**src/design/stt_pkg.sv**
```systemverilog
package stt_pkg;

   localparam int KEYWORD_COUNT = 10;
   localparam int RES_SLOTS     = 4;
   localparam int CNT_W         = $clog2(RES_SLOTS + 1);
   localparam int IDX_W         = $clog2(RES_SLOTS);

   localparam logic [5:0] TOK_NUMBER     = 6'd0;
   localparam logic [5:0] TOK_PLUS       = 6'd1;
   localparam logic [5:0] TOK_MINUS      = 6'd2;
   localparam logic [5:0] TOK_STAR       = 6'd3;
   localparam logic [5:0] TOK_SLASH      = 6'd4;
   localparam logic [5:0] TOK_LPAREN     = 6'd5;
   localparam logic [5:0] TOK_RPAREN     = 6'd6;
   localparam logic [5:0] TOK_EOF        = 6'd7;
   localparam logic [5:0] TOK_SEMI       = 6'd8;
   localparam logic [5:0] TOK_ERROR      = 6'd9;
   localparam logic [5:0] TOK_CHAR       = 6'd10;
   localparam logic [5:0] TOK_STRING     = 6'd11;
   localparam logic [5:0] TOK_IDENT      = 6'd12;
   localparam logic [5:0] TOK_EQ         = 6'd13;
   localparam logic [5:0] TOK_EQ_EQ      = 6'd14;
   localparam logic [5:0] TOK_BANG       = 6'd15;
   localparam logic [5:0] TOK_BANG_EQ    = 6'd16;
   localparam logic [5:0] TOK_LESS       = 6'd17;
   localparam logic [5:0] TOK_LESS_EQ    = 6'd18;
   localparam logic [5:0] TOK_SHL        = 6'd19;
   localparam logic [5:0] TOK_GREATER    = 6'd20;
   localparam logic [5:0] TOK_GREATER_EQ = 6'd21;
   localparam logic [5:0] TOK_SHR        = 6'd22;
   localparam logic [5:0] TOK_AMP        = 6'd23;
   localparam logic [5:0] TOK_AND        = 6'd24;
   localparam logic [5:0] TOK_BITOR      = 6'd25;
   localparam logic [5:0] TOK_OR         = 6'd26;
   localparam logic [5:0] TOK_PERCENT    = 6'd27;
   localparam logic [5:0] TOK_CARET      = 6'd28;
   localparam logic [5:0] TOK_TILDE      = 6'd29;
   localparam logic [5:0] TOK_LSQUARE    = 6'd30;
   localparam logic [5:0] TOK_RSQUARE    = 6'd31;
   localparam logic [5:0] TOK_LCURLY     = 6'd32;
   localparam logic [5:0] TOK_RCURLY     = 6'd33;
   localparam logic [5:0] TOK_COMMA      = 6'd34;
   localparam logic [5:0] TOK_DOT        = 6'd35;
   localparam logic [5:0] TOK_COLON      = 6'd36;

   localparam logic [7:0] CH_APOS      = 8'h27;
   localparam logic [7:0] CH_QUOTE     = 8'h22;
   localparam logic [7:0] CH_BACKSLASH = 8'h5C;
   localparam logic [7:0] CH_DOT       = 8'h2E;

   typedef enum logic [3:0] {
      MODE_IDLE      = 4'd0,
      MODE_NUM_INT   = 4'd1,
      MODE_NUM_FRAC  = 4'd2,
      MODE_CHR_BODY  = 4'd3,
      MODE_CHR_ESC   = 4'd4,
      MODE_CHR_CLOSE = 4'd5,
      MODE_STR       = 4'd6,
      MODE_STR_ESC   = 4'd7,
      MODE_IDENT     = 4'd8,
      MODE_OP        = 4'd9
   } mode_type;

   typedef struct packed {
      logic       kind;
      logic [5:0] tok;
      logic [7:0] value;
      logic       last;
   } rec_type;

   typedef logic [KEYWORD_COUNT-1:0] cand_type;
   typedef logic [0:7][7:0] kw_text_type;

   localparam kw_text_type KW_TEXT [KEYWORD_COUNT] = '{
      {"true", 32'd0}, {"false", 24'd0}, {"return", 16'd0}, {"if", 48'd0},
      {"then", 32'd0}, {"else", 32'd0}, {"while", 24'd0}, {"do", 48'd0},
      {"fn", 48'd0}, {"struct", 16'd0}
   };
   localparam logic [2:0] KW_LEN [KEYWORD_COUNT] = '{
      3'd4, 3'd5, 3'd6, 3'd2, 3'd4, 3'd4, 3'd5, 3'd2, 3'd2, 3'd6
   };
   localparam logic [5:0] KW_CODE [KEYWORD_COUNT] = '{
      6'd37, 6'd38, 6'd41, 6'd44, 6'd45, 6'd46, 6'd47, 6'd48, 6'd49, 6'd50
   };

   function automatic logic is_digit(input logic [7:0] c);
      return c >= "0" && c <= "9";
   endfunction

   function automatic logic is_alpha(input logic [7:0] c);
      return (c >= "a" && c <= "z") || (c >= "A" && c <= "Z");
   endfunction

   function automatic logic is_space(input logic [7:0] c);
      return c == " " || (c >= 8'd9 && c <= 8'd13);
   endfunction

   function automatic logic ident_start(input logic [7:0] c);
      return is_alpha(c) || c == "_";
   endfunction

   function automatic logic ident_char(input logic [7:0] c);
      return is_alpha(c) || is_digit(c) || c == "_";
   endfunction

   function automatic logic [7:0] unescape(input logic [7:0] c);
      logic [7:0] r;
      case (c)
         "n": r = 8'd10;
         "t": r = 8'd9;
         "r": r = 8'd13;
         default: r = c;
      endcase
      return r;
   endfunction

   function automatic logic [5:0] one_char_type(input logic [7:0] c);
      logic [5:0] t;
      case (c)
         "+": t = TOK_PLUS;
         "-": t = TOK_MINUS;
         "*": t = TOK_STAR;
         "/": t = TOK_SLASH;
         "%": t = TOK_PERCENT;
         "^": t = TOK_CARET;
         "~": t = TOK_TILDE;
         "(": t = TOK_LPAREN;
         ")": t = TOK_RPAREN;
         "[": t = TOK_LSQUARE;
         "]": t = TOK_RSQUARE;
         "{": t = TOK_LCURLY;
         "}": t = TOK_RCURLY;
         ",": t = TOK_COMMA;
         ".": t = TOK_DOT;
         ":": t = TOK_COLON;
         ";": t = TOK_SEMI;
         "=": t = TOK_EQ;
         "!": t = TOK_BANG;
         "<": t = TOK_LESS;
         ">": t = TOK_GREATER;
         "&": t = TOK_AMP;
         "|": t = TOK_BITOR;
         default: t = TOK_ERROR;
      endcase
      return t;
   endfunction

   function automatic logic [5:0] extend_op(input logic [5:0] t, input logic [7:0] c);
      logic [5:0] r;
      r = t;
      if (t == TOK_EQ && c == "=") r = TOK_EQ_EQ;
      if (t == TOK_BANG && c == "=") r = TOK_BANG_EQ;
      if (t == TOK_LESS && c == "=") r = TOK_LESS_EQ;
      if (t == TOK_LESS && c == "<") r = TOK_SHL;
      if (t == TOK_GREATER && c == "=") r = TOK_GREATER_EQ;
      if (t == TOK_GREATER && c == ">") r = TOK_SHR;
      if (t == TOK_AMP && c == "&") r = TOK_AND;
      if (t == TOK_BITOR && c == "|") r = TOK_OR;
      return r;
   endfunction

   function automatic logic can_extend(input logic [5:0] t);
      return t == TOK_EQ || t == TOK_BANG || t == TOK_LESS || t == TOK_GREATER
         || t == TOK_AMP || t == TOK_BITOR;
   endfunction

   // drop keywords too short for pos or whose char at pos isn't c
   function automatic cand_type kw_filter(input cand_type cand, input logic [2:0] pos,
                                          input logic [7:0] c);
      cand_type r;
      r = cand;
      for (int i = 0; i < KEYWORD_COUNT; i++) begin
         if (pos >= KW_LEN[i] || KW_TEXT[i][pos] != c) r[i] = 1'b0;
      end
      return r;
   endfunction

   function automatic logic [5:0] kw_type(input cand_type cand, input logic [2:0] len);
      logic [5:0] r;
      r = TOK_IDENT;
      for (int i = KEYWORD_COUNT - 1; i >= 0; i--) begin
         if (cand[i] && len == KW_LEN[i]) r = KW_CODE[i];
      end
      return r;
   endfunction

   function automatic rec_type mk_byte(input logic [7:0] c);
      return '{kind: 1'b0, tok: 6'd0, value: c, last: 1'b0};
   endfunction

   function automatic rec_type mk_end(input logic [5:0] t);
      return '{kind: 1'b1, tok: t, value: 8'd0, last: 1'b0};
   endfunction

endpackage

```
**src/design/source_text_tokenizer.sv**
```systemverilog
// Channel | Direction | Handshake           | Payload
// req     | in        | req_valid/req_ready | req_src_byte, req_end_of_input
// rsp     | out       | rsp_valid/rsp_ready | rsp_record_kind, rsp_token_type,
//         |           |                     | rsp_value_byte, rsp_last_in_run
//
// An item is decoded in the cycle it is accepted; its zero to three records land
// in a small output buffer and leave one per cycle while rsp_ready is high,
// starting the next cycle. A new item is taken when the buffer is empty or its
// last record leaves that cycle, so throughput is one item per cycle with rsp_ready
// high for items yielding at most one record; else the next item waits for the buffer.
// Synchronous reset returns the lexer to idle and empties the buffer.
// Holding rsp_ready low stalls req_ready once a record is waiting.
module source_text_tokenizer
   import stt_pkg::*;
(
   input  logic       clock,
   input  logic       reset,
   input  logic       req_valid,
   output logic       req_ready,
   input  logic [7:0] req_src_byte,
   input  logic       req_end_of_input,
   output logic       rsp_valid,
   input  logic       rsp_ready,
   output logic       rsp_record_kind,
   output logic [5:0] rsp_token_type,
   output logic [7:0] rsp_value_byte,
   output logic       rsp_last_in_run
);

   mode_type   mode_ff, mode_in;
   logic [5:0] pend_ff, pend_in;
   logic [7:0] lit_ff, lit_in;
   cand_type   cand_ff, cand_in;
   logic [2:0] len_ff, len_in;

   rec_type    slot_ff [RES_SLOTS];
   rec_type    slot_in [RES_SLOTS];
   logic [CNT_W-1:0] cnt_ff, cnt_in;

   rec_type    res [RES_SLOTS];
   logic [CNT_W-1:0] n;
   logic [7:0] c;
   logic       eof;
   logic       start;
   logic [5:0] t;
   logic       accept;
   logic       pop;

   assign rsp_valid       = cnt_ff != '0;
   assign pop             = rsp_valid && rsp_ready;
   assign req_ready       = (cnt_ff == '0) || (cnt_ff == CNT_W'(1) && rsp_ready);
   assign accept          = req_valid && req_ready;
   assign rsp_record_kind = slot_ff[0].kind;
   assign rsp_token_type  = slot_ff[0].tok;
   assign rsp_value_byte  = slot_ff[0].value;
   assign rsp_last_in_run = slot_ff[0].last;

   always_comb begin
      c       = req_src_byte;
      eof     = req_end_of_input || (req_src_byte == 8'd0);
      n       = '0;
      start   = 1'b0;
      t       = TOK_ERROR;
      mode_in = mode_ff;
      pend_in = pend_ff;
      lit_in  = lit_ff;
      cand_in = cand_ff;
      len_in  = len_ff;
      for (int i = 0; i < RES_SLOTS; i++) res[i] = mk_end(TOK_ERROR);

      case (mode_ff)
         MODE_NUM_INT: begin
            if (!eof && is_digit(c)) begin
               res[n[IDX_W-1:0]] = mk_byte(c); n = n + CNT_W'(1);
            end else if (!eof && c == CH_DOT) begin
               res[n[IDX_W-1:0]] = mk_byte(c); n = n + CNT_W'(1);
               mode_in = MODE_NUM_FRAC;
            end else begin
               res[n[IDX_W-1:0]] = mk_end(TOK_NUMBER); n = n + CNT_W'(1);
               start = 1'b1;
            end
         end
         MODE_NUM_FRAC: begin
            if (!eof && is_digit(c)) begin
               res[n[IDX_W-1:0]] = mk_byte(c); n = n + CNT_W'(1);
            end else begin
               res[n[IDX_W-1:0]] = mk_end(TOK_NUMBER); n = n + CNT_W'(1);
               start = 1'b1;
            end
         end
         MODE_CHR_BODY: begin
            if (eof) begin
               res[n[IDX_W-1:0]] = mk_end(TOK_ERROR); n = n + CNT_W'(1);
               start = 1'b1;
            end else if (c == CH_BACKSLASH) begin
               mode_in = MODE_CHR_ESC;
            end else begin
               lit_in  = c;
               mode_in = MODE_CHR_CLOSE;
            end
         end
         MODE_CHR_ESC: begin
            if (eof) begin
               res[n[IDX_W-1:0]] = mk_end(TOK_ERROR); n = n + CNT_W'(1);
               start = 1'b1;
            end else begin
               lit_in  = unescape(c);
               mode_in = MODE_CHR_CLOSE;
            end
         end
         MODE_CHR_CLOSE: begin
            if (!eof && c == CH_APOS) begin
               res[n[IDX_W-1:0]] = mk_byte(lit_ff); n = n + CNT_W'(1);
               res[n[IDX_W-1:0]] = mk_end(TOK_CHAR); n = n + CNT_W'(1);
               mode_in = MODE_IDLE;
            end else begin
               res[n[IDX_W-1:0]] = mk_end(TOK_ERROR); n = n + CNT_W'(1);
               start = 1'b1;
            end
         end
         MODE_STR: begin
            if (eof) begin
               res[n[IDX_W-1:0]] = mk_end(TOK_ERROR); n = n + CNT_W'(1);
               start = 1'b1;
            end else if (c == CH_QUOTE) begin
               res[n[IDX_W-1:0]] = mk_end(TOK_STRING); n = n + CNT_W'(1);
               mode_in = MODE_IDLE;
            end else if (c == CH_BACKSLASH) begin
               mode_in = MODE_STR_ESC;
            end else begin
               res[n[IDX_W-1:0]] = mk_byte(c); n = n + CNT_W'(1);
            end
         end
         MODE_STR_ESC: begin
            if (eof) begin
               res[n[IDX_W-1:0]] = mk_end(TOK_ERROR); n = n + CNT_W'(1);
               start = 1'b1;
            end else begin
               res[n[IDX_W-1:0]] = mk_byte(unescape(c)); n = n + CNT_W'(1);
               mode_in = MODE_STR;
            end
         end
         MODE_IDENT: begin
            if (!eof && ident_char(c)) begin
               cand_in = kw_filter(cand_ff, len_ff, c);
               if (len_ff != 3'd7) len_in = len_ff + 3'd1;
               res[n[IDX_W-1:0]] = mk_byte(c); n = n + CNT_W'(1);
            end else begin
               res[n[IDX_W-1:0]] = mk_end(kw_type(cand_ff, len_ff)); n = n + CNT_W'(1);
               start = 1'b1;
            end
         end
         MODE_OP: begin
            t = eof ? pend_ff : extend_op(pend_ff, c);
            if (t != pend_ff) begin
               res[n[IDX_W-1:0]] = mk_byte(c); n = n + CNT_W'(1);
               res[n[IDX_W-1:0]] = mk_end(t); n = n + CNT_W'(1);
               mode_in = MODE_IDLE;
            end else begin
               res[n[IDX_W-1:0]] = mk_end(pend_ff); n = n + CNT_W'(1);
               start = 1'b1;
            end
         end
         default: begin
            start = 1'b1;
         end
      endcase

      if (start) begin
         mode_in = MODE_IDLE;
         if (eof) begin
            res[n[IDX_W-1:0]] = mk_end(TOK_EOF); n = n + CNT_W'(1);
         end else if (is_space(c)) begin
            mode_in = MODE_IDLE;
         end else if (is_digit(c)) begin
            res[n[IDX_W-1:0]] = mk_byte(c); n = n + CNT_W'(1);
            mode_in = MODE_NUM_INT;
         end else if (c == CH_APOS) begin
            mode_in = MODE_CHR_BODY;
         end else if (c == CH_QUOTE) begin
            mode_in = MODE_STR;
         end else if (ident_start(c)) begin
            cand_in = kw_filter('1, 3'd0, c);
            len_in  = 3'd1;
            res[n[IDX_W-1:0]] = mk_byte(c); n = n + CNT_W'(1);
            mode_in = MODE_IDENT;
         end else begin
            t = one_char_type(c);
            if (t == TOK_ERROR) begin
               res[n[IDX_W-1:0]] = mk_end(TOK_ERROR); n = n + CNT_W'(1);
            end else begin
               res[n[IDX_W-1:0]] = mk_byte(c); n = n + CNT_W'(1);
               if (can_extend(t)) begin
                  pend_in = t;
                  mode_in = MODE_OP;
               end else begin
                  res[n[IDX_W-1:0]] = mk_end(t); n = n + CNT_W'(1);
               end
            end
         end
      end

      for (int i = 0; i < RES_SLOTS; i++) res[i].last = (CNT_W'(i + 1) == n);
   end

   always_comb begin
      cnt_in = cnt_ff;
      for (int i = 0; i < RES_SLOTS; i++) slot_in[i] = slot_ff[i];
      if (accept) begin
         for (int i = 0; i < RES_SLOTS; i++) slot_in[i] = res[i];
         cnt_in = n;
      end else if (pop) begin
         for (int i = 0; i < RES_SLOTS - 1; i++) slot_in[i] = slot_ff[i + 1];
         cnt_in = cnt_ff - CNT_W'(1);
      end
   end

   always_ff @(posedge clock) begin
      for (int i = 0; i < RES_SLOTS; i++) slot_ff[i] <= slot_in[i];
      if (reset) begin
         cnt_ff  <= '0;
         mode_ff <= MODE_IDLE;
         pend_ff <= 6'd0;
         cand_ff <= '1;
         len_ff  <= 3'd0;
      end else begin
         cnt_ff <= cnt_in;
         if (accept) begin
            mode_ff <= mode_in;
            pend_ff <= pend_in;
            cand_ff <= cand_in;
            len_ff  <= len_in;
         end
      end
   end

   always_ff @(posedge clock) begin
      if (reset) begin
         lit_ff <= 8'd0;
      end else if (accept) begin
         lit_ff <= lit_in;
      end
   end

   a_accept_only_when_draining: assert property (@(posedge clock) disable iff (reset)
      (req_valid && req_ready) |-> (cnt_ff <= CNT_W'(1)))
      else $error("item accepted while buffer still holds records");

   a_count_bound: assert property (@(posedge clock) disable iff (reset)
      cnt_ff <= CNT_W'(RES_SLOTS - 1))
      else $error("record buffer overfilled");

   a_last_empties: assert property (@(posedge clock) disable iff (reset)
      (rsp_valid && rsp_ready && rsp_last_in_run && !(req_valid && req_ready))
      |=> (cnt_ff == '0))
      else $error("records left after last record of an item");

   a_ident_len: assert property (@(posedge clock) disable iff (reset)
      (mode_ff == MODE_IDENT) |-> (len_ff != 3'd0))
      else $error("identifier mode with zero length");

endmodule

```
**config.mk**
```make
export PLATFORM = sky130hd
export DESIGN_NAME = source_text_tokenizer
export DESIGN_NICKNAME = d
export VERILOG_FILES = /design/src/design/stt_pkg.sv /design/src/design/source_text_tokenizer.sv
export SDC_FILE = /design/constraint.sdc
export NUM_CORES = 1
export LEC_CHECK = 0
export ABC_AREA = 1
export ABC_CLOCK_PERIOD_IN_PS = 3700
export BUFFER_PORTS_ARGS = -buffer_cell sky130_fd_sc_hd__buf_4
export CAP_MARGIN = 20
export CORE_MARGIN = 2
export CORE_UTILIZATION = 55
export CTS_CLUSTER_DIAMETER = 100
export DETAILED_ROUTE_END_ITERATION = 8
export PLACE_DENSITY = 0.68
export SETUP_SLACK_MARGIN = 0.15
export SYNTH_ARGS = -nofsm -noshare
export SYNTH_HDL_FRONTEND = slang
export SYNTH_SLANG_ARGS = --single-unit
```
**constraint.sdc**
```tcl
create_clock -name clock -period 3.7 [get_ports clock]
set_input_delay 0.37 -clock clock [delete_from_list [all_inputs] [get_ports clock]]
set_output_delay 0.37 -clock clock [all_outputs]
set_load 0.02 [all_outputs]
```
# --- Yosys cells after proc, flatten, opt, wreduce, memory -nomap -nowiden ---
# Memory sizes are Yosys's and may differ from the RTL's.
# Index checks and enable logic that the tools add are counted.
# W data, S select, Z words.
totals:
  reg_bits: 34
  ram_bits: 64
  rom_bits: 640
  wordCells: 383
  memories: 11
classes:
  n_addsub: 4
  n_lt_le_gt_ge: 17
  eq_ne: 94
  n_mux: 169
  bitwise: 16
  reduce_logical: 66
mem_list:
  columns: ["memory", "depth", "width", "rd", "rd_clocked_by_memory_dff", "write_ports", "line_no", "text"]
  rows:
  - ["(no name shown)", 8, 8, 1, 0, 0, "stt_pkg.sv:173", "if (pos >= KW_LEN[i] || KW_TEXT[i][pos] != c) r[i] = 1'b0;"]
  - ["(no name shown)", 8, 8, 1, 0, 0, "stt_pkg.sv:173", null]
  - ["(no name shown)", 8, 8, 1, 0, 0, "stt_pkg.sv:173", null]
  - ["(no name shown)", 8, 8, 1, 0, 0, "stt_pkg.sv:173", null]
  - ["(no name shown)", 8, 8, 1, 0, 0, "stt_pkg.sv:173", null]
  - ["(no name shown)", 8, 8, 1, 0, 0, "stt_pkg.sv:173", null]
  - ["+5 memories", null, null, null, null, null, null, null]
op_table:
  columns: ["op", "n"]
  rows:
  - ["$mux W64", 9]
  - ["$mux W16", 13]
  - ["$mux W8", 23]
  - ["$mux W6", 27]
  - ["$eq A8 B6 Y1 const B", 19]
  - ["$pmux W6 S23", 1]
  - ["$bwmux W64", 2]
  - ["$pmux W16 S7", 1]
  - ["$eq A8 B7 Y1 const B", 12]
  - ["$mux W48", 2]
  - ["$mux W10", 9]
  - ["$ne A8 B8 Y1", 10]
  - ["$mux W4", 19]
  - ["$demux W16 S2", 2]
  - ["$ne A7 B8 Y1 const A", 8]
  - ["$mux W3", 21]
  - ["$and A52 B52 Y52", 1]
  - ["$not A52 Y52", 1]
  - ["$and A48 B48 Y48", 1]
  - ["$eq A6 B5 Y1 const B", 8]
  - ["$not A48 Y48", 1]
  - ["$pmux W16 S2", 1]
  - ["$logic_and A1 B1 Y1", 31]
  - ["$eq A6 B4 Y1 const B", 5]
  - ["other kinds (52)", 139]

# --- Depth between registers and ports, before layout ---
# Gate-level depths: netlist of the first run.
logic_depth:
  word_depth: 33
  ltp_mapped: 30

# --- Least setup slack after synthesis of the first run ---
# No wires, ideal clock.
synth_timing:
  path_type: "input to register"
  startpoint: "in req_src_byte[6]"
  endpoint: "mem slot_ff[1][12] in the netlist's numbering, data pin"
  setup_ps: 254
  t_arrival_ps: 2914
  required_time_ps: 3446
  path_slack_ps: 532
  path_stages: 23
  cell_sequence: "buf_4 -> nor2_1 -> nand3_1 -> buf_4 -> inv_2 -> nand2_2 -> nor2_1 -> inv_1 -> nor2_2 -> inv_1 -> nand2_1 -> inv_1 -> ha_1 -> inv_1 -> clkbuf_1 -> nor2_1 -> inv_1 -> a21oi_1 -> nand3b_1 -> o31ai_1 -> o21ai_1 -> nand3_1 -> nand2_1"
synth_lines:
  columns: ["element", "line_no", "text"]
  rows:
  - ["start: declaration", "source_text_tokenizer.sv:20", "input logic [7:0] req_src_byte,"]
  - ["end: declaration", "source_text_tokenizer.sv:36", "rec_type slot_ff [RES_SLOTS];"]

==> metrics.md, run 1 <==
| Metric | Value |
|---|---|
| Nets | 1181 |
| Vias per std cell | 6.01 |
| Relative max-transition margin | 43.5% |
| First-pass GRT wire length | 40000 um |
| Remaining DRCs | 0 |
| Reg2Reg Depth | 28 |
| Mapped Area | 7660 um^2 |
| Pleak | 3.67 nW |
| Row Count | 43 |
| Ant. Diodes | 0 |
| Count of input and output buffers | 30 |
| Chip Height | 122 um |
| Drt wl/cell | 18.8 um |
| CP Capture Type | flip-flop |
| Layout fillers | 1289 |
| Final ANT Viol Nets | 0 |
| Critical path fanouts, max | 8 |
| Most frequent CP cell | nand2_1 |
| # clock sinks | 98 |
| Sum of negative setup slack | 0 ps |
| Final Max Slew Viols | 0 |
| Worst setup startpoint | pend_ff[2] |
| GP Congestion | 1.01 |
| R2R setup slack | 420 ps |
| Top-count cell post-synth | nand2_1 |
| Fmax | 305 MHz |
| Internal power | 3.18 mW |
| Clock Power Share | 17.4% |
| Skew final | 15.4 ps |
| Setup crit end | slot_ff[1][0] |
| Area grow syn2layout | 11.6% |
| Synth cell types | 60 |
| Async SR Flop Fraction | 0% |
| Post-synth top area cell | edfxtp_1 |
| RSZ-0062 raised after global routing | false |
| TritonCTS clock tree | done |
| Die X | 122 um |
| YS warnings | 0 |
| Post-synth top area share | 25.1% |
| Crit path required time | 3820 ps |
| Crit path DAT | 3400 ps |
| Clk_lat worst skew | 370 ps |
| Cell Area, Placed | 8210 um^2 |
| Tmin final | 3280 ps |
| Switching pwr | 2.57 mW |
| Mapped Avg Cell Area | 6.90 um^2 |
| Gr ovfl total | 0 |
| Vias | 8049 |
| Reg clk slew, reported paths | 70 ps |
| Seq/Total Area, Yosys | 34.0% |
| Vias in the first global route | 7345 |
| Share of layout cells above drive strength 1 | 14.3% |
| #FFs+latches synth | 98 |
| Initial antenna violation count | 0 |
| Ratio of final minimum period to clock period | 88.6% |
| Initial Util | 55.8% |
| Crit Path Category | flip-flop to flip-flop |
| Hold Fails Final Rpt | 0 |
| Largest net degree at the start of global routing | 52 |
| Final core utilization | 62.3% |
| CTS Hold Bufs | 0 |
| CTS Buf Count | 9 |
| Worst min-delay path class | primary input to flip-flop |
| Fin area | 8550 um^2 |
| Dpl hpwl | 19400 um |
| Primary FF master, synth | edfxtp_1 |
| Crit path largest cell delay | 430 ps |
| Crit-path slowest cell | dfxtp_1 |
| Net Sw Frac | 44.7% |
| WL final | 25200 um |
| Mapped Cells | 1111 |
| Clk Tree Root Cell | clkbuf_16 |
| Power density over the cells | 673 nW/um^2 |
| Final Setup Violations | 0 |
| Worst-margin pin slew | 846 ps |
| CP startpoint kind | flip-flop |
| Ranking of synthesized cells by area | edfxtp_1 (25%), nand2_1 (13%), dfxtp_1 (8.9%) |
| I/O pin count | 31 |
| Max Cap Viol | 0 |
| EDFF count, synth | 64 |
| Reg-to-reg startpoint | pend_ff[2] |
| Die area | 14900 um^2 |
| Peak VDD IR | 0.287 mV |
| CORE AREA | 13700 um^2 |
| DR iter-0 viols | 813 |
| FF-to-FF End | slot_ff[1][0] |
| # H-tree levels | 3 |
| DR pass1 iterations | 5 |
| Seq pwr share | 32.0% |
| Max Root-Sink Buffers | 2 |
| Logic pwr share | 50.6% |
| Synth top cells by count | nand2_1 (258), nor2_1 (138), inv_1 (107) |
| Outcome | finished, final reports clean |
| Gr usage total | 35.0% |
[power by group through the flow]
stage | combinational (mW) | clock (mW) | sequential, mW
global route | 3.19 | 1.06 | 1.88
global placement | 2.83 | 0 | 1.86
detailed placement | 2.83 | 0 | 1.86
finish | 2.91 | 1.00 | 1.84
CTS | 2.84 | 1.02 | 1.84
floorplan | 1.90 | 0 | 1.95
[placed cells by master, fill, tap and decap left out, drive strengths merged, types with 3 or more instances in the layout]
master / count
nand2: 271
nor2: 153
inv: 135
o21ai: 98
buf: 73
a21oi: 71
nand3: 70
edfxtp: 64
dfxtp: 34
nor3: 29
xor2: 24
nand4: 15
a31oi: 15
o211ai: 14
ha: 13
clkbuf: 9
nor4: 9
o2111ai: 8
o31ai: 6
a22oi: 6
nand3b: 4
a211oi: 4
clkinv: 4
a221oi: 3
o41ai: 3
o221ai: 3
conb: 3
[stage by stage]
step                setup slack [ps]  hold slack, ps  instances  power [mW]
floorplan                        532             445       1113        3.85
finish                           421             296       1340        5.75
CTS                              429             292       1339        5.70
global placement                 196             455       1323        4.69
detailed placement               126             458       1323        4.69
global route                     156             309       1340        6.12
[how the worst min path moves through the flow]
stage          startpoint         end  cells after the start
2_1_floorplan  pend_ff[5]  pend_ff[5]                      2
3_3_place_gp    lit_ff[4]   lit_ff[4]                      2
3_5_place_dp    lit_ff[4]   lit_ff[4]                      2
4_1_cts             reset   lit_ff[5]                      2
5_1_grt             reset   len_ff[0]                      2
6_report        rsp_ready   cnt_ff[2]                      4
[layout make-up]
class / count / area [um^2] / share of cell area [%]
clock inverters: 7 / 85.1 / 0.995
flip-flops and latches: 98 / 2600 / 30.4
clock buffers: 9 / 225 / 2.63
well taps: 180 / 225 / 2.63
multi-input cells: 840 / 4350 / 50.9
inverters: 133 / 502 / 5.87
repair buffers: 73 / 561 / 6.56
[critical path: cells and delay by family (launching register included)]
| family | cells | cell delay [ps] |
|---|---|---|
| AOI/OAI and AO/OA | 1 | 70 |
| DFF | 1 | 430 |
| and+or+nand+nor | 23 | 1990 |
| adders and majority gates | 1 | 210 |
| buffers and inverters | 3 | 330 |
[sequential cells by signal (all words and copies together), names as in the netlist]
name and cells:
slot_ff 64, cand_ff 10, lit_ff 8, pend_ff 6, mode_ff 4, cnt_ff 3, len_ff 3
[cell families after synthesis]
logic type / Yosys count / synth area share, %
compound gates: 246 / 19.1
other cells: 1 / 0.0489
buf+inv: 175 / 9.47
xor+xnor: 25 / 2.96
fa+ha+maj: 13 / 2.12
flops: 98 / 34.0
simple gates: 553 / 32.3
[metal layers]
| metal | global-route usage, % | vias to the layer above | share of wire, % |
|---|---|---|---|
| met5 | 0 | - | 0 |
| met1 | 49.3 | 3679 | 43 |
| met3 | 6.55 | 81 | 9.1 |
| met2 | 53.6 | 446 | 44 |
| li1 | - | 3843 | - |
| met4 | 12.7 | 0 | 3.8 |
[what timing repair did]
item                                    4_1_cts  5_1_grt
endpoints found under the setup margin        0        8
resized for setup                             0        4
buffers inserted                              0        0
(Power assumes the default switching activity.)
==> run 2: changes to the inputs <==
--- a/config.mk
+++ b/config.mk
@@ -6,7 +6,7 @@
 export NUM_CORES = 1
 export LEC_CHECK = 0
 export ABC_AREA = 1
-export ABC_CLOCK_PERIOD_IN_PS = 3700
+export ABC_CLOCK_PERIOD_IN_PS = 4100
 export BUFFER_PORTS_ARGS = -buffer_cell sky130_fd_sc_hd__buf_4
 export CAP_MARGIN = 20
 export CORE_MARGIN = 2
==> constraint.sdc (replaced) <==
create_clock -name clock -period 4.1 [get_ports clock]
set_input_delay 0.41 -clock clock [delete_from_list [all_inputs] [get_ports clock]]
set_output_delay 0.41 -clock clock [all_outputs]
set_load 0.02 [all_outputs]
==> metrics.md, run 2 (synthesized netlist as in run 1, its figures left out) <==
| Metric | Value |
|---|---|
| Crit path required time | 4200 ps |
| DR iter-0 viols | 1053 |
| Gr usage total | 34.6% |
| Ant. Diodes | 0 |
| Remaining DRCs | 0 |
| Sum of negative setup slack | 0 ps |
| Most frequent cells in the layout | nand2_1 (257), nor2_1 (138), inv_1 (105) |
| Final Hold Slack | 341 ps |
| Final ANT Viol Nets | 0 |
| Vias per std cell | 6.08 |
| Chip Height | 122 um |
| DR pass1 iterations | 8 |
| Hold Fails Final Rpt | 0 |
| Seq pwr share | 32.2% |
| Fmax | 278 MHz |
| Crit path DAT | 3700 ps |
| Max reg flops | 64 |
| Logic pwr share | 49.7% |
| # clock sinks | 98 |
| Most common cell after layout, fill and taps aside | nand2_1 |
| Relative max-transition margin | 42.8% |
| Vias | 7996 |
| Die X | 122 um |
| CORE AREA | 13700 um^2 |
| Crit Path Category | primary input to flip-flop |
| Clk_lat worst skew | 370 ps |
| Clk Tree Root Cell | clkbuf_16 |
| Crit-path slowest cell | ha_1 |
| RSZ-0062 raised after global routing | false |
| Clock Power Share | 18.1% |
| Crit path largest cell delay | 400 ps |
| Largest net degree at the start of global routing | 34 |
| Pleak | 3.55 nW |
| Skew final | 14.0 ps |
| Dpl hpwl | 18900 um |
| Internal power | 2.81 mW |
| Critical path fanouts, max | 17 |
| Area grow syn2layout | 9.11% |
| I/O pin count | 31 |
| Count of input and output buffers | 30 |
| CP Capture Type | flip-flop |
| CP delay by family, top | simple AND/OR/NAND/NOR gates |
| Die area | 14900 um^2 |
| Worst-margin pin slew | 849 ps |
| Switching pwr | 2.36 mW |
| Worst Path Buf+Inv | 5 |
| Peak VDD IR | 0.340 mV |
| Reg clk slew, reported paths | 80 ps |
| Largest reg by FF count | slot_ff |
| Final core utilization | 60.9% |
| Power density over the cells | 619 nW/um^2 |
| TritonCTS clock tree | done |
| Final Setup Violations | 0 |
| # H-tree levels | 3 |
| Vias in the first global route | 7268 |
| Drt wl/cell | 19.2 um |
| CP startpoint kind | primary input |
| Row Count | 43 |
| Gr ovfl total | 0 |
| Ratio of final minimum period to clock period | 87.7% |
| Cell Chain, Critical Path | buf_4, inv_2, nand2_1, nor2_2, nand2_1, a21o_1, nand2_1, nand2_1, nand2_1, nand2_1, nand2_1, nand2_2, nand3_4, nand2_4, inv_2, ha_1, inv_1, a21oi_1, inv_1, nor4_1, a21oi_1 |
| Share of layout cells above drive strength 1 | 12.3% |
| Final Max Slew Viols | 0 |
| Outcome | finished, final reports clean |
| CTS Buf Count | 9 |
| Net Sw Frac | 45.6% |
| Max Cap Viol | 0 |
| Nets | 1157 |
| Most frequent CP cell | nand2_1 |
| First-pass GRT wire length | 39400 um |
| Initial Util | 55.8% |
| Largest regs | slot_ff (64), cand_ff (10), lit_ff (8) |
| Max Root-Sink Buffers | 2 |
| GP Congestion | 1.03 |
| Tmin final | 3600 ps |
| WL final | 25300 um |
| Worst min-delay path class | primary input to flip-flop |
| Initial antenna violation count | 0 |
run 2: per-stage QoR:
stage	setup slack, ps	std cells	power, mW	instance area (um^2)
floorplan	892	1113	3.47	7670
global placement	292	1299	4.18	8030
detailed placement	181	1300	4.19	8040
CTS	556	1316	5.12	8360
global route	155	1316	5.46	8360
finish	504	1316	5.17	8360
run 2: path summary, 6_finish.rpt:
| kind | from | to | slack, ps | cells after the start |
|---|---|---|---|---|
| setup / recovery | req_src_byte[1] | slot_ff[2][9] | 500 | 21 |
| hold / removal | reset | len_ff[0] | 340 | 2 |
| setup reg to reg | pend_ff[0] | slot_ff[2][9] | 510 | 19 |
| hold reg to reg | lit_ff[5] | lit_ff[5] | 480 | 2 |
run 2: area by class of cell:
| type | instances | area [um^2] |
|---|---|---|
| clock buffer | 9 | 225 |
| multi-input combinational | 840 | 4340 |
| fill | 1363 | 5360 |
| timing repair buffer | 49 | 365 |
| inverter | 133 | 502 |
| tap | 180 | 225 |
| clock inverter | 7 | 96.3 |
| sequential | 98 | 2600 |
run 2: power groups by stage:
stage	combinational, mW	clock [mW]	sequential (mW)
after global routing	2.79	0.978	1.70
after floorplan	1.71	0	1.76
after global placement	2.50	0	1.67
final	2.57	0.934	1.67
after CTS	2.52	0.938	1.67
after detailed placement	2.50	0	1.68
run 2: layer usage:
layer  share of wire, %  vias to the layer above  track usage (%)
met5                  0                        -                0
met4                3.2                        0             12.1
met3                9.0                       61             7.07
met2                 44                      435             52.2
met1                 44                     3699             49.3
li1                   -                     3801                -
run 2: what timing repair did:
| action | in CTS | in global routing |
|---|---|---|
| buffers inserted | 0 | 0 |
| hold buffers | 0 | 0 |
| endpoints found under the setup margin | 0 | 3 |
| gates resized for setup | 0 | 1 |
| endpoints found under the hold margin | 0 | 0 |
